$ cat src/design/cinms_pkg.sv
// Package for the case-insensitive name merge sort unit.
// Sizes, the comparator result type and the name store address function; no dependencies.
package cinms_pkg;
  localparam int MAX_ENTRIES = 256;
  localparam int NAME_BYTES  = 32;
  localparam int CHUNKS      = (NAME_BYTES + 7) / 8;
  localparam int LAST_BYTES  = NAME_BYTES - 8 * (CHUNKS - 1);
  localparam int IDX_W       = (MAX_ENTRIES > 1) ? $clog2(MAX_ENTRIES) : 1;
  localparam int CNT_W       = $clog2(MAX_ENTRIES + 1);
  localparam int PTR_W       = CNT_W + 1;
  localparam int CHK_W       = (CHUNKS > 1) ? $clog2(CHUNKS) : 1;
  localparam int NS_DEPTH    = MAX_ENTRIES * CHUNKS;
  localparam int NS_AW       = $clog2(NS_DEPTH);

  typedef struct packed {
    logic decided;
    logic not_after;
  } cmp_res_t;

  function automatic logic [NS_AW-1:0] ns_addr(input logic [IDX_W-1:0] entry,
                                               input logic [CHK_W-1:0] pos);
    ns_addr = NS_AW'(NS_AW'(entry) * NS_AW'(CHUNKS) + NS_AW'(pos));
  endfunction
endpackage

$ cat src/design/cinms_cmp.sv
// Case-folded comparison of one eight-character chunk of two names.
// Depends on cinms_pkg.
module cinms_cmp (
  input  logic [63:0]          x,
  input  logic [63:0]          y,
  input  logic [3:0]           nbytes,
  output cinms_pkg::cmp_res_t  res
);
  import cinms_pkg::*;

  function automatic logic [7:0] fold(input logic [7:0] c);
    fold = (c >= 8'h61 && c <= 8'h7A) ? c - 8'h20 : c;
  endfunction

  always_comb begin
    logic [7:0] cx;
    logic [7:0] cy;
    res = '0;
    for (int j = 0; j < 8; j++) begin
      cx = fold(x[8*j +: 8]);
      cy = fold(y[8*j +: 8]);
      if (!res.decided && (4'(j) < nbytes)) begin
        if (cx != cy) begin
          res.decided   = 1'b1;
          res.not_after = cx < cy;
        end else if (cx == 8'h00) begin
          res.decided   = 1'b1;
          res.not_after = 1'b1;
        end
      end
    end
  end
endmodule

$ cat config.mk
export PLATFORM = sky130hd
export DESIGN_NAME = cinms_cmp
export DESIGN_NICKNAME = d
export VERILOG_FILES = /design/src/design/cinms_pkg.sv /design/src/design/cinms_cmp.sv
export SDC_FILE = /design/constraint.sdc
export NUM_CORES = 1
export LEC_CHECK = 0
export BUFFER_PORTS_ARGS = -buffer_cell sky130_fd_sc_hd__buf_2
export CAP_MARGIN = 25
export CORE_ASPECT_RATIO = 1.2
export CORE_MARGIN = 2
export CORE_UTILIZATION = 49
export DETAILED_ROUTE_END_ITERATION = 10
export PLACE_DENSITY = 0.83
export SLEW_MARGIN = 20
export SYNTH_ARGS = -nofsm -noshare
export SYNTH_HDL_FRONTEND = slang
export SYNTH_SLANG_ARGS = --single-unit
$ cat constraint.sdc
create_clock -name vclk -period 12
set_clock_uncertainty 0.05 [all_clocks]
set_input_delay 2.4 -clock vclk [all_inputs]
set_output_delay 2.4 -clock vclk [all_outputs]
set_load 0.03 [all_outputs]
==> out/summary.txt <==
# port buffers: 134
routed len/inst: 12.0 microns
row count: 30
initial core utilization: 0.510
DRC errors left: 0
register area: 0 sq um
DIE HEIGHT: 88.4 microns
Layout fillers: 557
chip width: 74.4 microns
largest net degree at the start of global routing: 9
CTS Hold Bufs: 0
Max Slew Vio Count: 0
Pre-Repair DR Iteration Count: 4
Multi-input gate area: 0.00263 sq mm
GRT Overall Usage: 0.231
HP Start: nbytes[3]
Synthesis Warnings: 0
dpl hpwl: 7.19 mm
seq_cells: 0
Worst Path Max Fanout: 3
shortest period the worst path allows: 7.75 ns
Yosys top cell by area: ha_1
worst slew pin tran: 0.482 ns
worst hold path type: input pin to primary output
commonest cells after routing, fill and taps aside: buf_2, ha_1, inv_1
initial antenna violation count: 0
max cap viols: 0
Max Fclk: 129 MHz
largest family of logic cells by synthesized area: adder cells
crit-path cells: buf_2 -> or4_1 -> o22ai_1 -> nor4_1 -> a21o_1 -> ha_1 -> nand4_1 -> nor2_1 -> a21oi_2 -> or4_1 -> o32ai_1 -> o21ai_0 -> o211a_1 -> buf_2
Seq/Total Area, Yosys: 0
Leak Pwr: 2.03 nW
# Post-CTS Setup Buffers: 0
setup_tns: 0 ns
first-iteration detailed-routing DRC count: 94
Synth cell types: 41
IO Pins: 134
status: complete, no violations
Clock buffer cells: 0
CTS resizes: 0
Synth Instances: 427
simple-gate area share of the yosys netlist: 0.292
Layout area overhead: 26.3%
Setup WS pre-CTS: 4.26 ns
Adder-Cell Fraction of Synth Area: 0.344
RSZ-0062 raised after global routing: no
Post-Place Cells: 640
slowest stage cell on the critical path: or4_1
worst hold path depth: 4
top-area cell type share of the netlist area: 0.344
CP Class: input pin to primary output
final worst slack: 4.25 ns
Slew headroom: 0.676
Final period util: 0.645
Max IR drop VDD: 0.0000165 V
Routed WL: 7.70 mm
global route total overflow: 0
commonest non-fill, non-tap cell in the layout: buf_2
Post-Syn Area: 0.00291 sq mm
syn_nets: 639
first-pass GRT wire length: 12.9 mm
Compound-Gate Fraction of Synth Area: 0.269
syn_area_per_cell: 6.82 sq um
final setup fails: 0
multiplexer share of the synthesized area: 0
DRT antenna net count: 0
ranking of synthesized cells by area: ha_1, a21oi_1, inv_1, nand2_1, nor4_1
Pwr Density: 31.9 mW/mm^2
share of cells above drive strength 1: 0.257
core area: 0.00571 sq mm
GP Congestion: 0.885
area of the die: 0.00658 sq mm
via count: 3621
Crit path required time: 9.55 ns
Final Hold Fails: 0
post-synthesis xor/xnor area fraction: 0
Non-Filler Instances: 640
crit path DAT: 5.30 ns
Worst Hold End: res[1]
CP max stage delay: 0.53 ns
crit path launch type: input pin
DR vias/cell: 5.66
Final #Nets: 774
CP endpoint kind: primary output
Antenna Cells: 0
vias in the first global route: 3389
-- worst max path at each step --
stage,from,endpoint,slack [ns],depth (start not counted)
5_1_grt,y[27],res[0],4.03,15
4_1_cts,x[44],res[0],4.25,14
6_report,x[44],res[0],4.25,14
3_3_place_gp,y[27],res[0],4.37,14
2_1_floorplan,x[26],res[0],4.68,12
3_5_place_dp,x[44],res[0],4.26,14
-- cells in the mapped netlist, types with 2 or more instances --
| cell type | n |
|---|---|
| nand2b_1 | 10 |
| nand4_1 | 17 |
| a21o_1 | 8 |
| o21ai_0 | 8 |
| a31o_1 | 2 |
| o22ai_1 | 6 |
| ha_1 | 80 |
| or3_1 | 3 |
| or4_1 | 15 |
| o21a_1 | 3 |
| a21oi_2 | 2 |
| a211oi_1 | 8 |
| a21oi_1 | 59 |
| nor3_1 | 11 |
| o21ai_1 | 2 |
| nor2b_1 | 8 |
| nand3_1 | 4 |
| nand2_1 | 34 |
| or4_4 | 2 |
| o32ai_1 | 7 |
| o211ai_1 | 7 |
| nor2_1 | 18 |
| nand3b_1 | 3 |
| o31ai_1 | 2 |
| nor2_4 | 2 |
| inv_1 | 73 |
| nor4_1 | 19 |
-- critical path, delay by kind of cell --
kind	cells	cell delay [ns]
buffers and inverters	2	0.29
and+or+nand+nor	5	1.49
AOI/OAI and AO/OA	6	0.82
adders and majority gates	1	0.30
-- through the flow --
stage | power [mW] | utilization | hold WS [ns] | cell area (sq um)
global placement | 0.112 | 0.645 | 5.28 | 3680
detailed placement | 0.117 | 0.645 | 5.29 | 3680
floorplan | 0.0695 | - | 5.17 | 2910
finish | 0.118 | 0.645 | 5.29 | 3680
CTS | 0.118 | 0.645 | 5.29 | 3680
global route | 0.135 | 0.645 | 5.35 | 3680
-- cells by family after synthesis --
kind of cell / after synthesis
AOI/OAI and AO/OA: 124
adders and majority gates: 80
buffers and inverters: 74
and+or+nand+nor: 149
-- where the power goes --
group	leakage [nW]	internal [mW]	total, mW	switching [mW]
logic	2.03	0.0549	0.118	0.0626
clock network	0	0	0	0
registers	0	0	0	0
-- area by class of cell --
cell class,instances,share of cell area
Multi-Input combinational cell,353,0.716
Timing Repair Buffer,134,0.182
Tap cell,80,0.0272
Inverter,73,0.0745
-- metal layers --
metal,share of wire,routed length (microns),up-vias,GRT usage
met5,0,0,-,0
met4,0.0036,28,0,0.0146
met3,0.059,451,2,0.0285
met2,0.52,4020,91,0.467
met1,0.42,3200,1641,0.261
li1,-,-,1887,-
No activity file was read; power rests on OpenSTA's default activity.
