File: config.mk
export PLATFORM = sky130hd
export DESIGN_NAME = cinms_ram
export DESIGN_NICKNAME = d
export VERILOG_FILES = /design/src/design/cinms_ram.sv
export SDC_FILE = /design/constraint.sdc
export NUM_CORES = 2
export LEC_CHECK = 0
export BUFFER_PORTS_ARGS = -buffer_cell sky130_fd_sc_hd__buf_2
export CAP_MARGIN = 20
export CORE_MARGIN = 2
export CORE_UTILIZATION = 40
export DETAILED_ROUTE_END_ITERATION = 6
export GPL_TIMING_DRIVEN = 0
export REMOVE_ABC_BUFFERS = 1
export SYNTH_ARGS = -nofsm -noshare
export SYNTH_HDL_FRONTEND = slang
export SYNTH_SLANG_ARGS = --single-unit
File: constraint.sdc
create_clock -name clk -period 2.6 [get_ports clk]
set_clock_uncertainty 0.05 [all_clocks]
set_input_delay 0.26 -clock clk [delete_from_list [all_inputs] [get_ports clk]]
set_output_delay 0.26 -clock clk [all_outputs]
set_load 0.1 [all_outputs]
File: src/design/cinms_ram.sv
// Generic single-write, single-read RAM with registered read data.
// No dependencies.
module cinms_ram #(
  parameter int W = 8,
  parameter int D = 256
) (
  input  logic                 clk,
  input  logic                 we,
  input  logic [$clog2(D)-1:0] waddr,
  input  logic [W-1:0]         wdata,
  input  logic [$clog2(D)-1:0] raddr,
  output logic [W-1:0]         rdata
);
  logic [W-1:0] mem [D];

  always_ff @(posedge clk) begin
    if (we) begin
      mem[waddr] <= wdata;
    end
    rdata <= mem[raddr];
  end
endmodule

==> run summary <==
Net switching is 21.9% of the power. By count the netlist is led by sky130_fd_sc_hd__edfxtp_1 (2048), sky130_fd_sc_hd__mux4_2 (454), sky130_fd_sc_hd__nor2_1 (282). The number of instances in the placed design is 6238. The worst setup timing slack at the placement stage is -2.74 ns.

Setup repair after global routing left no endpoint under its margin. Compared with the post-synthesis result, the final layout area differs by 14.1%. The violation count after the first detailed-routing iteration is 4337. In the post-synthesis netlist, the cell with the most instances is sky130_fd_sc_hd__edfxtp_1.

On the critical path the largest part of the delay comes from simple AND/OR/NAND/NOR gates. The final-stage net count came out at 3873. The count of H-tree levels built during CTS came out at 4. The via count of the first global-routing pass is 39052. Timing would allow up to 384 MHz.

The initial antenna violation count came out at 10. The smallest setup slack after layout came out at -0.00622 ns. The wire length of the first global-routing pass is 291000 microns. The worst-case vdd ir drop came out at 0.749 mV. The warning count from the yosys run is 0. The clock network latency to the later pin of the worst-skew pair came out at 0.86 ns.

The portion of total power attributed to the clock network is 40.7%. The run finished, with violations left. The required time at the endpoint of the critical path is 3.26 ns.

In the finished design, the share of the clock period the worst path needs comes to 100%. The clock transition at the registers of the reported paths is 0.06 ns. Excluding fillers, the count of instances in the completed layout stands at 6655. The top fanout value on the critical path came out at 38. The max-slew violation count was 0. The total standard cell area after synthesis came out at 0.0796 sq mm. The count of input and output buffers came out at 33.

The final route contains 38867 vias. The floorplan die height came out at 450 microns. 34 I/O pins were placed.

In the synthesized netlist the async set-or-reset flop fraction comes to 0%. The number of distinct standard cells referenced by the synthesized netlist is 55. Power spread over the standard cell area amounts to 751 mW/mm^2. In this run the standard cell core region covers 0.197 sq mm. The critical path in this run is classified as input port to flip-flop. The routed length per instance is 30.7 microns.

The share of total power dissipated in combinational logic is 5.7%. The number of standard cells after synthesis came out at 3733. The pin slew with the least headroom to its limit came out at 1.09 ns. Entering global routing, the biggest net connects 149 pins.

The kind of start point of the critical path is an input port. The checks that failed: setup timing. The total negative setup slack came out at -0.0100 ns. The count of endpoints failing hold in the final timing report is 0.

The total congestion overflow is 0. The net switching component of the power is 15000 uW. For this configuration, the core starts out at a cell density of 40.3%. The largest stage delay on the critical path came out at 0.77 ns. The synthesized area per cell is 21.3 sq um. The first TritonRoute pass finished after 5 iterations.

Summed over all nets, the half-perimeter wirelength after detailed placement is 116000 microns. For the worst setup path, the data arrival time is 3.27 ns. The count of final setup violators came out at 2. The aggregate global-route resource usage is 20.0%. The TritonCTS buffer count came out at 203. The slowest stage of the critical path belongs to the cell sky130_fd_sc_hd__and2_1. The top cell type's share of synthesized area is 77.3%. The number of maximum-capacitance violations is 0. STA classifies the critical path endpoint as a flip-flop. The routed via count divided by cell count came out at 5.84. The signal on the critical path passes through buf_4, and2_1, nor2b_1, a31oi_1, nor4_2, buf_4, nor4_2.

The biggest area contributor in the post-synthesis netlist is sky130_fd_sc_hd__edfxtp_1. The final critical-path required period is 2.61 ns. TritonCTS built the clock tree.

The fraction of power consumed by sequential logic is 53.7%. Yosys mapped a number of flops with a built-in enable equal to 2048. Counting both buffers and inverters, the worst setup path holds a total of 2. The cell-internal power came out at 53200 uW. The sequential element share of the synthesized area came out at 77.5%. The clock sink total came out at 2056.

The number of nets with antenna violations after routing is 0. Among all flip-flop cells after synthesis, the most frequent one is sky130_fd_sc_hd__edfxtp_1. The register bit count reported by yosys came out at 2056. The clock tree buffer depth is 3. Ranked by total cell area, the synthesized netlist is headed by sky130_fd_sc_hd__edfxtp_1 (77%), sky130_fd_sc_hd__mux4_2 (13%), sky130_fd_sc_hd__mux2i_1 (1.7%). The number of standard-cell rows in the floorplan is 163. The share of layout cells above drive strength 1 is 23.3%. The headroom to the max-slew limit is 27.2%.

In this run the worst hold path is classified as input port to flip-flop. The root buffer cell chosen for the clock tree is sky130_fd_sc_hd__clkbuf_16. The overall die width came out at 450 microns.

The die covers 0.202 sq mm. For this design the static power due to leakage is 0.0278 uW. After detailed routing, the number of remaining DRC violations is 0. The placer's final routability congestion estimate came out at 0.779. The aggregate routed wire length came out at 204000 microns.
## metrics by stage
stage | power (uW) | cell area, sq um | hold WS [ns] | util, %
2_1_floorplan | 38700 | 78100 | 0.309 | -
3_3_place_gp | 41700 | 81600 | 0.773 | 41.3
3_5_place_dp | 40800 | 83300 | 0.685 | 42.2
4_1_cts | 68500 | 90700 | 0.0317 | 45.9
5_1_grt | 70000 | 90800 | 0.0346 | 46.0
6_report | 68200 | 90800 | 0.0284 | 46.0
## state kept, by name (all words and copies together), names as in the netlist
| signal | flops |
|---|---|
| mem | 2048 |
| rdata | 8 |
## power by group through the flow
stage	Clock, uW	Sequential [uW]	Combinational [uW]
after floorplan	0	37400	1280
after global placement	0	37400	4290
after detailed placement	0	37300	3530
after CTS	28100	36600	3900
after global routing	29400	36600	4040
final	27700	36600	3870
## per-layer routing
layer	share of wire [%]	GRT usage (%)
met2	48	32.1
met5	0.0064	0
met4	2.8	5.96
met1	42	28.2
met3	6.9	3.45
## final cells by class
type / instances / area [sq um]
Inverter: 2 / 12.5
Multi-Input combinational cell: 1443 / 16900
Tap cell: 2640 / 3300
Timing Repair Buffer: 141 / 2740
Antenna cell: 3 / 7.51
Sequential cell: 2056 / 61700
Fill cell: 16389 / 107000
Clock inverter: 117 / 872
Clock buffer: 253 / 5290
## final timing paths
check             start  slack (ns)           to  cells past startpoint
max            raddr[4]      -0.006     rdata[5]                      7
min reg2reg  mem[39][6]        1.04     rdata[6]                      5
min            wdata[2]        0.03  mem[184][2]                      2
max reg2reg  mem[71][2]        0.01     rdata[2]                      5
## repair_timing
action                                  CTS  global route
hold endpoints to repair                552             0
pin swaps                                12             4
setup buffers                             4             5
hold buffers                              7             0
resized for setup                        55             8
endpoints found under the setup margin    8            55
cloned                                   27             0
## cells by family (layout without fill, tap and decap cells)
kind of cell           Yosys count  after routing  share of synthesized area (%)
AO/OA/AOI/OAI                  385            385                           3.42
buffers and inverters          235            513                           1.83
flip-flops                    2056           2056                           77.5
multiplexers                   591            591                           14.6
other                            0              3                              0
AND/OR/NAND/NOR                466            467                           2.63
## cells in the final DEF (no fill, tap or decap), drive strengths merged, types with 6 or more instances in the layout
cell type | synthesis | routed
edfxtp | 2048 | 2048
mux4 | 456 | 456
nor2 | 282 | 282
clkbuf | 111 | 253
mux2i | 134 | 134
a22oi | 133 | 133
buf | 122 | 108
clkinv | 1 | 98
a21oi | 96 | 96
o221ai | 47 | 47
nand3 | 34 | 34
nand2 | 33 | 33
nor2b | 31 | 32
o22ai | 28 | 28
nor4 | 27 | 27
bufbuf | 0 | 26
nor3 | 22 | 22
a211oi | 16 | 16
a221oi | 14 | 14
o21ai | 12 | 12
inv | 1 | 11
nand4 | 10 | 10
o211ai | 10 | 10
bufinv | 0 | 9
nand2b | 8 | 8
a22o | 8 | 8
dfxtp | 8 | 8
dlygate4sd3 | 0 | 7
and2 | 6 | 6
Power figures use the tool's default switching activity.
